`src/rtl/dit_pkg.sv`:
```
`timescale 1ns / 1ps

package dit_pkg;

  typedef enum logic {
    OP_ADD  = 1'b0,
    OP_LIST = 1'b1
  } op_e;

  typedef enum logic [1:0] {
    ST_ADDED = 2'd0,
    ST_FULL  = 2'd1,
    ST_ENTRY = 2'd2,
    ST_EMPTY = 2'd3
  } status_e;

  localparam int unsigned ValW   = 32;
  localparam int unsigned EntryW = 2 * ValW;

  // Compare unit result for one stored interval against the request value
  typedef struct packed {
    logic            reach;  // end + 1 >= v
    logic            touch;  // start <= v + 1
    logic [ValW-1:0] lo;     // min(start, v)
    logic [ValW-1:0] hi;     // max(end, v)
  } cmp_res_t;

endpackage

```
`src/rtl/disjoint_interval_tracker.sv`:
```
`timescale 1ns / 1ps
// Channel   Direction  Ports                                           Handshake
// request   in         operation_i, value_i                            start_i & !busy_o
// result    out        status_o, interval_start_o, interval_end_o,     result_valid_o
//                      interval_count_o, last_o                        (one cycle, no stall)
//
// Sequence: busy_o rises the cycle after a request is taken. An add scans the
//   table one entry per cycle through a single shared compare unit and stops
//   once the merge run closes. It then moves the k tail entries one per cycle
//   and writes back the merged or new entry. A list streams one result per
//   cycle. An empty list never raises busy_o. A dropped add on a full table
//   scans until no entry can be touched and skips the shift and write-back.
//   The last result is valid in the first cycle with busy_o low.
// Reset: entry count and sequencer clear; table contents stay undefined, only
//   entries below the count are ever read.
// Stalls: the receiver cannot stall; busy_o is high while a request runs.

module disjoint_interval_tracker
  import dit_pkg::*;
#(
  parameter int unsigned MAX_INTERVALS = 32
) (
  input  logic        clk_i,
  input  logic        rst_ni,
  input  logic        start_i,
  output logic        busy_o,
  input  logic        operation_i,
  input  logic [31:0] value_i,
  output logic        result_valid_o,
  output logic [1:0]  status_o,
  output logic [31:0] interval_start_o,
  output logic [31:0] interval_end_o,
  output logic [5:0]  interval_count_o,
  output logic        last_o
);

  localparam int unsigned AW = (MAX_INTERVALS > 1) ? $clog2(MAX_INTERVALS) : 1;
  localparam int unsigned CW = $clog2(MAX_INTERVALS + 1);

  typedef enum logic [2:0] {
    S_IDLE,
    S_SCAN,
    S_SHIFT,
    S_WRITE,
    S_LIST
  } state_e;

  state_e state_q, state_d;

  // table size and per-request context
  logic [CW-1:0]   n_q, n_d;
  logic [ValW-1:0] v_q, v_d;
  logic [CW-1:0]   i_q, i_d;      // first entry reaching v (n if none)
  logic [CW-1:0]   m_q, m_d;      // merged entries
  logic [AW-1:0]   dn_q, dn_d;    // m-1, the down-shift distance
  logic [ValW-1:0] s_q, s_d, e_q, e_d;
  logic            found_q, found_d;
  logic            done_q, done_d;
  logic            up_q, up_d;    // insert: tail moves up, read descending

  // read pipeline
  logic [AW-1:0]   rd_addr_q, rd_addr_d;
  logic [CW-1:0]   rd_left_q, rd_left_d;
  logic            pend_q, pend_d;
  logic [AW-1:0]   pend_addr_q, pend_addr_d;

  // result register
  logic            rv_q, rv_d;
  logic [1:0]      st_q, st_d;
  logic [ValW-1:0] os_q, os_d, oe_q, oe_d;
  logic [CW-1:0]   oc_q, oc_d;
  logic            ol_q, ol_d;

  // RAM port
  logic              we;
  logic [AW-1:0]     waddr;
  logic [EntryW-1:0] wdata, rdata;
  logic [ValW-1:0]   r_start, r_end;
  cmp_res_t          cmp;

  assign r_start = rdata[EntryW-1:ValW];
  assign r_end   = rdata[ValW-1:0];

  dit_ram #(
    .WIDTH (EntryW),
    .DEPTH (MAX_INTERVALS)
  ) u_table (
    .clk_i   (clk_i),
    .we_i    (we),
    .waddr_i (waddr),
    .wdata_i (wdata),
    .raddr_i (rd_addr_q),
    .rdata_o (rdata)
  );

  dit_cmp u_cmp (
    .value_i     (v_q),
    .ent_start_i (r_start),
    .ent_end_i   (r_end),
    .res_o       (cmp)
  );

  logic [CW-1:0] n_minus1;
  logic [CW-1:0] pend_next;
  logic [CW-1:0] i_plus_m;
  logic          rd_run_done;
  logic [CW+5:0] count_wide;

  assign n_minus1    = n_q - CW'(1);
  assign pend_next   = CW'(pend_addr_q) + CW'(1);
  assign i_plus_m    = i_q + m_q;
  assign rd_run_done = (rd_left_q == '0) && !pend_q;

  always_comb begin
    state_d     = state_q;
    n_d         = n_q;
    v_d         = v_q;
    i_d         = i_q;
    m_d         = m_q;
    dn_d        = dn_q;
    s_d         = s_q;
    e_d         = e_q;
    found_d     = found_q;
    done_d      = done_q;
    up_d        = up_q;
    rd_addr_d   = rd_addr_q;
    rd_left_d   = rd_left_q;
    pend_d      = 1'b0;
    pend_addr_d = pend_addr_q;
    rv_d        = 1'b0;
    st_d        = st_q;
    os_d        = os_q;
    oe_d        = oe_q;
    oc_d        = oc_q;
    ol_d        = ol_q;
    we          = 1'b0;
    waddr       = pend_addr_q;
    wdata       = rdata;

    // issue the next table read in any streaming state
    if ((state_q == S_SCAN || state_q == S_SHIFT || state_q == S_LIST) &&
        rd_left_q != '0) begin
      pend_d      = 1'b1;
      pend_addr_d = rd_addr_q;
      rd_left_d   = rd_left_q - CW'(1);
      rd_addr_d   = up_q ? rd_addr_q - AW'(1) : rd_addr_q + AW'(1);
    end

    case (state_q)
      S_IDLE: begin
        if (start_i) begin
          v_d       = value_i;
          rd_addr_d = '0;
          rd_left_d = n_q;
          up_d      = 1'b0;
          if (operation_i == OP_LIST) begin
            if (n_q == '0) begin
              rv_d = 1'b1;
              st_d = ST_EMPTY;
              os_d = '0;
              oe_d = '0;
              oc_d = '0;
              ol_d = 1'b1;
            end else begin
              state_d = S_LIST;
            end
          end else begin
            found_d = 1'b0;
            done_d  = 1'b0;
            m_d     = '0;
            i_d     = n_q;
            state_d = S_SCAN;
          end
        end
      end

      S_SCAN: begin
        if (pend_q && !done_q) begin
          if (!found_q) begin
            if (cmp.reach) begin
              found_d = 1'b1;
              i_d     = CW'(pend_addr_q);
              if (cmp.touch) begin
                m_d = CW'(1);
                s_d = cmp.lo;
                e_d = cmp.hi;
              end else begin
                done_d = 1'b1;
              end
            end
          end else if (cmp.touch) begin
            m_d = m_q + CW'(1);
            e_d = cmp.hi;
          end else begin
            done_d = 1'b1;
          end
        end
        if (rd_run_done || done_q) begin
          pend_d = 1'b0;
          if (m_q == '0) begin
            if (n_q >= CW'(MAX_INTERVALS)) begin
              rv_d    = 1'b1;
              st_d    = ST_FULL;
              os_d    = '0;
              oe_d    = '0;
              oc_d    = n_q;
              ol_d    = 1'b1;
              state_d = S_IDLE;
            end else begin
              up_d      = 1'b1;
              s_d       = v_q;
              e_d       = v_q;
              rd_addr_d = n_minus1[AW-1:0];
              rd_left_d = n_q - i_q;
              state_d   = S_SHIFT;
            end
          end else begin
            up_d      = 1'b0;
            dn_d      = AW'(m_q - CW'(1));
            rd_addr_d = i_plus_m[AW-1:0];
            rd_left_d = n_q - i_plus_m;
            state_d   = S_SHIFT;
          end
        end
      end

      S_SHIFT: begin
        if (pend_q) begin
          we    = 1'b1;
          waddr = up_q ? pend_addr_q + AW'(1) : pend_addr_q - dn_q;
          wdata = rdata;
        end
        if (rd_run_done) begin
          state_d = S_WRITE;
        end
      end

      S_WRITE: begin
        we      = 1'b1;
        waddr   = i_q[AW-1:0];
        wdata   = {s_q, e_q};
        n_d     = up_q ? n_q + CW'(1) : n_q - CW'(dn_q);
        rv_d    = 1'b1;
        st_d    = ST_ADDED;
        os_d    = s_q;
        oe_d    = e_q;
        oc_d    = n_d;
        ol_d    = 1'b1;
        state_d = S_IDLE;
      end

      S_LIST: begin
        if (pend_q) begin
          rv_d = 1'b1;
          st_d = ST_ENTRY;
          os_d = r_start;
          oe_d = r_end;
          oc_d = n_q;
          ol_d = (pend_next == n_q);
          if (rd_left_q == '0) begin
            state_d = S_IDLE;
          end
        end
      end

      default: begin
        state_d = S_IDLE;
      end
    endcase
  end

  always_ff @(posedge clk_i or negedge rst_ni) begin
    if (!rst_ni) begin
      state_q <= S_IDLE;
      n_q     <= '0;
      pend_q  <= 1'b0;
      rv_q    <= 1'b0;
    end else begin
      state_q <= state_d;
      n_q     <= n_d;
      pend_q  <= pend_d;
      rv_q    <= rv_d;
    end
  end

  // datapath and result payload, no reset needed
  always_ff @(posedge clk_i) begin
    v_q         <= v_d;
    i_q         <= i_d;
    m_q         <= m_d;
    dn_q        <= dn_d;
    s_q         <= s_d;
    e_q         <= e_d;
    found_q     <= found_d;
    done_q      <= done_d;
    up_q        <= up_d;
    rd_addr_q   <= rd_addr_d;
    rd_left_q   <= rd_left_d;
    pend_addr_q <= pend_addr_d;
    st_q        <= st_d;
    os_q        <= os_d;
    oe_q        <= oe_d;
    oc_q        <= oc_d;
    ol_q        <= ol_d;
  end

  // count port is 6 bits, masked when the table can hold 64
  assign count_wide = {6'd0, oc_q};

  assign busy_o           = (state_q != S_IDLE);
  assign result_valid_o   = rv_q;
  assign status_o         = st_q;
  assign interval_start_o = os_q;
  assign interval_end_o   = oe_q;
  assign interval_count_o = count_wide[5:0];
  assign last_o           = ol_q;

endmodule

```
`src/rtl/dit_ram.sv`:
```
`timescale 1ns / 1ps

module dit_ram #(
  parameter int unsigned WIDTH = 64,
  parameter int unsigned DEPTH = 32
) (
  input  logic                                   clk_i,
  input  logic                                   we_i,
  input  logic [((DEPTH > 1) ? $clog2(DEPTH) : 1)-1:0] waddr_i,
  input  logic [WIDTH-1:0]                       wdata_i,
  input  logic [((DEPTH > 1) ? $clog2(DEPTH) : 1)-1:0] raddr_i,
  output logic [WIDTH-1:0]                       rdata_o
);

  logic [WIDTH-1:0] mem_q [DEPTH];

  always_ff @(posedge clk_i) begin
    if (we_i) begin
      mem_q[waddr_i] <= wdata_i;
    end
    rdata_o <= mem_q[raddr_i];
  end

endmodule

```
`src/rtl/dit_cmp.sv`:
```
`timescale 1ns / 1ps

module dit_cmp
  import dit_pkg::*;
(
  input  logic [ValW-1:0] value_i,
  input  logic [ValW-1:0] ent_start_i,
  input  logic [ValW-1:0] ent_end_i,
  output cmp_res_t        res_o
);

  logic [ValW:0] v_ext, v_plus, e_plus;

  // 33-bit adjacency tests, no wrap at the top of the range
  assign v_ext  = {1'b0, value_i};
  assign v_plus = v_ext + {{ValW{1'b0}}, 1'b1};
  assign e_plus = {1'b0, ent_end_i} + {{ValW{1'b0}}, 1'b1};

  always_comb begin
    res_o.reach = (e_plus >= v_ext);
    res_o.touch = ({1'b0, ent_start_i} <= v_plus);
    res_o.lo    = (value_i < ent_start_i) ? value_i : ent_start_i;
    res_o.hi    = (value_i > ent_end_i) ? value_i : ent_end_i;
  end

endmodule
```
`config.mk`:
```
export PLATFORM = sky130hd
export DESIGN_NAME = disjoint_interval_tracker
export DESIGN_NICKNAME = d
export VERILOG_FILES = /design/src/rtl/dit_pkg.sv /design/src/rtl/disjoint_interval_tracker.sv /design/src/rtl/dit_ram.sv /design/src/rtl/dit_cmp.sv
export SDC_FILE = /design/constraint.sdc
export NUM_CORES = 2
export LEC_CHECK = 0
export BUFFER_PORTS_ARGS = -buffer_cell sky130_fd_sc_hd__buf_2
export CORE_MARGIN = 2
export CORE_UTILIZATION = 30
export DETAILED_ROUTE_END_ITERATION = 10
export GPL_ROUTABILITY_DRIVEN = 1
export GPL_TIMING_DRIVEN = 0
export PLACE_DENSITY_LB_ADDON = 0.1
export SKIP_LAST_GASP = 1
export SYNTH_ARGS = -nofsm -noshare
export SYNTH_HDL_FRONTEND = slang
export SYNTH_SLANG_ARGS = --single-unit
```
`constraint.sdc`:
```
create_clock -name clk_i -period 10.05 [get_ports clk_i]
set_input_delay 3.015 -clock clk_i [delete_from_list [all_inputs] [get_ports clk_i]]
set_output_delay 3.015 -clock clk_i [all_outputs]
set_load 0.05 [all_outputs]
```
* Word level (Yosys, flattened, before mapping) *
Memories as Yosys holds them, arrays and structs flattened. A register that Yosys moved wholly into a read port is not among the register bits.
Index checks and enable logic that the tools add are counted.

operators by class
  $add $sub $neg = 16
  order comparisons = 5
  equality and inequality tests = 22
  multiplexer cells = 122
  bitwise gates (word level) = 1
  reductions and logical operators = 25

operators by type and width
  kind                                               number
  two-way mux 32 bit                                 24
  one-hot mux 32 bit (4 select lines)                2
  two-way mux 6 bit                                  25
  adder 32 x 1 -> 33 bit (second input constant)     2
  two-way mux 64 bit                                 1
  two-way mux 5 bit                                  8
  one-hot mux 6 bit (2 select lines)                 3
  >= comparator 33 x 32 -> 1 bit                     1
  less-or-equal comparator 32 x 33 -> 1 bit          1
  > comparator 32 bit                                1
  < comparator 32 bit                                1
  two-way mux 1 bit                                  32
  two-way mux 3 bit                                  8
  one-hot mux 6 bit (4 select lines)                 1
  one-hot mux 5 bit (2 select lines)                 2
  logical NOT 6 bit                                  3
  inequality test 2 bit (second input constant)      9
  AND reduction 6 bit                                3
  two-way mux 2 bit                                  8
  subtractor 5 x 1 -> 5 bit (second input constant)  3
  adder 6 x 1 -> 6 bit (second input constant)       2
  one-hot mux 3 bit (4 select lines)                 1
  subtractor 6 bit                                   2
  adder 5 x 1 -> 5 bit (second input constant)       2
  29 further kinds                                   46

word-level totals
  register bits after elaboration = 216
  memory bits (writable) = 2048
  input bits = 36
  output and inout port bits = 75
  logic and storage cells = 213
  memories kept = 1

memory list
  name           words  width  rd ports  clocked after Yosys merged registers in  wr ports  RTL line       source
  u_table.mem_q  32     64     1         1                                        1         dit_ram.sv:15  logic [WIDTH-1:0] mem_q [DEPTH];

* Depth between registers and ports, before layout *
  depth after elaboration = 9
  depth in mapped cells = 20
  depth with buffers taken out = 17

* Cells and area by module *
Synthesis repeated with hierarchy kept, for this count alone.

second synthesis, totals
  cell total of the unflattened synthesis = 4950
  area, all modules = 95507.8 um2

modules (own cells, without submodules)
  module                     instances  cells each  area an instance (um2)
  dit_ram                    1          3096        78985.8
  disjoint_interval_tracker  1          1216        11656.2
  dit_cmp                    1          638         4865.9

* Worst setup path before layout *
OpenSTA, ideal clock, no wires.

  path type = reg2reg
  start point = register up_q
  end point = memory u_table.mem_q[21][0], enable pin
  library setup time = 0.565 ns
  data arrival time = 7.010 ns
  slack = 2.476 ns
  cell stages (with the launch flop) = 12
  path buffers = 1
  path through = edfxtp_1 -> or2_2 -> ha_1 -> fa_1 -> a21o_1 -> a21oi_1 -> xnor2_1 -> nand2_1 -> mux2i_1 -> o21a_1 -> clkbuf_1 -> nor3_1

between the ends
  word-level cells in the longest chain between the ends = 3

ends and longest elaborated chain
  what                                RTL line                          source
  start, declared                     disjoint_interval_tracker.sv:59   logic up_q, up_d;
  start signal, assigned              disjoint_interval_tracker.sv:296  up_q <= up_d;
  two-way mux 5 bit                   disjoint_interval_tracker.sv:230  waddr = up_q ? pend_addr_q + AW'(1) : pend_addr_q - dn_q;
  two-way mux 5 bit                   disjoint_interval_tracker.sv:228  if (pend_q) begin
  one-hot mux 5 bit (2 select lines)  disjoint_interval_tracker.sv:149  case (state_q)
  end, declared                       dit_ram.sv:15

Every way passes these cells.

* Worst setup path after layout *
  start point = register v_q[5]
  end point = register m_q[1], enable pin

between the ends
  word-level cells in the longest chain between the ends = 4
  elaborated cells on any way between the ends = 6
  classes of those cells = 1 x add/sub; 2 x order compare; 2 x eq/ne; 1 x reduce/logical

ends and longest elaborated chain
  what                                       RTL line                          source
  start, declared                            disjoint_interval_tracker.sv:52   logic [ValW-1:0] v_q, v_d;
  start signal, assigned                     disjoint_interval_tracker.sv:288  v_q <= v_d;
  adder 32 x 1 -> 33 bit                     dit_cmp.sv:16                     assign v_plus = v_ext + {{ValW{1'b0}}, 1'b1};
  less-or-equal comparator 32 x 33 -> 1 bit  dit_cmp.sv:21                     res_o.touch = ({1'b0, ent_start_i} <= v_plus);
  inequality test 2 bit (no source line)     n/a
  AND reduction 6 bit (no source line) *     n/a
  end signal, assigned                       disjoint_interval_tracker.sv:290  m_q <= m_d;
  end, declared                              disjoint_interval_tracker.sv:54   logic [CW-1:0] m_q, m_d;

Every way passes the cells marked *; elsewhere a longest branch is shown, timed or not.
A chain may end at the register's enable or synchronous reset.

==> summary.txt <==
Timing
  • Clock skew: about 57 ps
  • Least-Margin Pin Slew: 1492 ps
  • Max-slew headroom: 0.5267%
  • Final min period: about 7000 ps
  • Maximum achievable frequency: approximately 0.14 GHz
  • Final Max Slew Viols: 0
  • # setup viols final: 0
  • Unrepaired setup endpoints after global routing: no
  • Period utilization: 69.86%
  • Hold Fails Final Rpt: 0
  • Setup TNS: 0 ps

Global route
  • GR Util All Layers: 20.71%
  • First-pass GRT wire length: 452,300 um
  • Number of global-route vias before repair: about 52,000
  • Overflow after GRT: 0
  • Largest net degree at the start of global routing: 41
  • Antenna violations before repair: 16

Route
  • Total number of vias: roughly 50,000
  • WL/cell: 33.72 um
  • Final ANT Viol Nets: 0
  • Final WL: 333,300 um
  • DRT Pass-1 Iters: 6
  • Starting DRT DRC Count: around 5,400
  • Vias/cell: 5.170
  • Drt drc: 0

Power and ir drop
  • Pwr Density: 294.8 nW/um2
  • Clock power share: 29.3%
  • Pint: 0.02223 W
  • VDD IR-drop max: 131.4 uV
  • Sequential share of power: 39.4%
  • Comb power frac: 31.3%
  • Switching share of power: 34.35%
  • Leak pwr: approximately 38 nW
  • Switching Power: 0.01163 W

Setup path
  • Crit path launch: v_q[5]
  • Most common cell on crit path: nor4_1
  • Delay-heaviest family, CP: simple AND/OR/NAND/NOR gates
  • Type of origin of the critical path: flip-flop
  • Worst Path Buf+Inv: 2
  • Slowest stage cell, crit path: edfxtp_1
  • Critical path peak fanout: 10
  • CP required: 10,540 ps
  • Reg-to-reg critical path startpoint: v_q[5]
  • CP peak stage delay: 760 ps
  • Worst Setup End Kind: flip-flop
  • Worst setup path class: flip-flop to flip-flop
  • WP data arrival: 7510 ps
  • CP Cell Sequence: inv_1, nor4_1, nand2_1, nor4_1, nand2_1, nor4_1, xnor2_1, ha_1, nand3_1, or4_1, nand3b_1, o21a_1, o21ai_2, clkbuf_1, a21oi_1, nor2_1

Synthesis
  • Mapped Cells: 4,694
  • Syn. warnings: 0
  • Top post-synthesis cells by area: edfxtp_1, mux4_2, ha_1, dfxtp_1, nand2_1
  • Number of enable flip-flop cells after synthesis: 2,242
  • Register area share after synthesis: 73.19%
  • Synth Register Bits: 2,328
  • Post-synth ARST share: 0.4725%
  • Prevailing post-synth register cell: edfxtp_1
  • Post-synthesis cell area: 94,420 um2
  • Post-Syn Nets: 4,901
  • Yosys top cell by area: edfxtp_1
  • Unique masters post-synth: 66
  • Post-Syn Area per Cell: approximately 20 um2
  • Top-area cell type share of the netlist area: between 70% and 80%

CTS
  • Total clock sinks: 2,328
  • TritonCTS clock tree: yes
  • H-Tree Depth: 5
  • CTS Hold Bufs: 0
  • Clk buf depth: 4
  • CTS buffer count: 276
  • Clk_lat worst skew: 910 ps
  • # resized after CTS: 0
  • Clock transition at the registers of the reported paths: 60 ps
  • Post-CTS setup buffers: 0
  • Root buf cell: clkbuf_16

Cells and area
  • Final net count: 5,724
  • Final Non-Filler Cells: approximately 9,900
  • Layout Area Growth over Synthesis: 21.67%
  • Final core utilization: 36.77%
  • Layout cells sized above 1: between 30% and 40%

Die
  • Die W: between 500 and 600 um
  • Die Span Y: about 570 um
  • Core Area: 312,400 um2
  • Die area: 319,200 um2
  • Row count: around 210
  • # IOs: 111
  • Initial Util: 30.22%

Status
  • Status: finished, violations left
  • Failing checks: max-capacitance violations

Place
  • Number of I/O port buffers: 110
  • Hpwl dp: 245,400 um
  • Cells after DPL: 9,377
  • Placer Congestion: approximately 0.88

Worst hold path
  • HP Class: flip-flop to flip-flop
  • Hold Crit Start: rd_addr_q[4]

Flow run
  • Max cap viols: 1
-- cells by family after synthesis --
kind of cell / Yosys count / share of synthesized area, %
compound gates: 391 / 2.746
xor+xnor: 110 / 1.020
fa+ha+maj: 171 / 2.314
buf+inv: 361 / 1.515
flops: 2328 / 73.19
mux: 707 / 16.06
simple gates: 626 / 3.157
-- layout make-up --
cell class,instances,area [um2]
antenna,5,12.51
buffer,233,1023
clock buffer,364,7413
clock inverter,137,1466
fill,28950,197500
inverter,128,480.5
multi-input combinational,2005,24300
sequential,2328,69100
tap,4140,5180
timing repair buffer,545,5903
-- cell usage in the layout, fill, tap and decap left out, drive strengths merged, types with 5 or more instances in the layout --
| cell | synthesis | final |
|---|---|---|
| mux2 | 65 | 65 |
| nand2b | 13 | 13 |
| and4 | 6 | 6 |
| a221o | 37 | 37 |
| edfxtp | 2242 | 2242 |
| dfrtp | 11 | 11 |
| a2bb2oi | 33 | 33 |
| o21ai | 114 | 114 |
| xor2 | 23 | 23 |
| nand3 | 44 | 44 |
| a21o | 30 | 30 |
| bufinv | 0 | 16 |
| a22o | 12 | 12 |
| mux4 | 640 | 640 |
| nand2 | 276 | 276 |
| clkbuf | 157 | 526 |
| nor2 | 77 | 77 |
| a31oi | 7 | 7 |
| a21oi | 80 | 80 |
| fa | 6 | 6 |
| nor2b | 7 | 7 |
| and3 | 42 | 42 |
| and2 | 5 | 5 |
| a221oi | 8 | 8 |
| ha | 165 | 165 |
| xnor2 | 87 | 87 |
| o21a | 5 | 5 |
| clkinvlp | 0 | 8 |
| o22ai | 34 | 34 |
| inv | 127 | 138 |
| a211oi | 10 | 10 |
| dfxtp | 75 | 75 |
| clkinv | 1 | 103 |
| buf | 76 | 616 |
| nor4 | 13 | 13 |
| nand4 | 66 | 66 |
| diode | 0 | 5 |
| nor3 | 61 | 61 |
-- routing by layer --
| layer | global-route usage (%) | part of all wire, % | up-vias |
|---|---|---|---|
| met3 | 2.879 | 4.8 | 400 |
| met4 | 5.420 | 2.6 | 0 |
| met1 | 28.63 | 44 | 28090 |
| li1 | - | - | 21110 |
| met2 | 34.27 | 49 | 1511 |
| met5 | 0 | 0 | - |
-- power groups by stage --
stage | Combinational (W) | Clock, W | Sequential, W
2_1_floorplan | 0.00578 | 0 | 0.0136
3_3_place_gp | 0.00978 | 0 | 0.0139
3_5_place_dp | 0.0107 | 0 | 0.0135
4_1_cts | 0.0107 | 0.0101 | 0.0133
5_1_grt | 0.0113 | 0.0105 | 0.0134
6_report | 0.0106 | 0.00991 | 0.0134
-- synthesized netlist by cell type (7+ instances only) --
cell and number:
nor2_1 75, nor3_1 61, a211oi_1 10, dfrtp_1 11
nand2_1 276, inv_1 127, o21ai_0 111, xnor2_1 87
a2bb2oi_1 33, a221oi_1 8, edfxtp_1 2242, nor4_1 12
nand2b_1 13, a22o_1 12, nand3_1 43, xor2_1 23
o22ai_1 34, ha_1 165, clkbuf_1 157, dfxtp_1 75
a221o_1 37, mux2_2 65, mux4_2 640, and3_1 42
buf_1 58, a31oi_1 7, nor2b_1 7, a21oi_1 79
a21o_1 30, nand4_1 64
-- path summary, 6_finish.rpt --
path	to	slack [ps]	cells after the start
max in group asynchronous	n_q[1]	7730	1
worst max-delay path	m_q[1]	3030	16
worst max register to register	m_q[1]	3030	16
min in group asynchronous	n_q[5]	2040	1
worst min-delay path	pend_addr_q[4]	550	0
worst min register to register	pend_addr_q[4]	550	0
-- sequential cells by signal, indices dropped and copies added, names as in the netlist, 2 cells and up --
signal	flops
u_table.mem_q	2048
u_table.rdata_o	64
e_q	32
interval_end_o	32
interval_start_o	32
s_q	32
v_q	32
i_q	6
interval_count_o	6
m_q	6
n_q	6
rd_left_q	6
dn_q	5
pend_addr_q	5
rd_addr_q	5
state_q	3
status_o	2
-- metrics by stage --
stage               power, W  worst slack (ps)  hold WS [ps]  cell area [um2]
CTS                  0.03419              3279         543.3           114800
floorplan            0.01934              2476         446.4            94420
detailed placement   0.02420              3323         532.3           105900
finish               0.03387              3029         546.9           114900
global placement     0.02370             -8453         524.3           100100
global route         0.03518              2871         561.0           114900
Note: power is estimated with default switching activity, not from simulation.
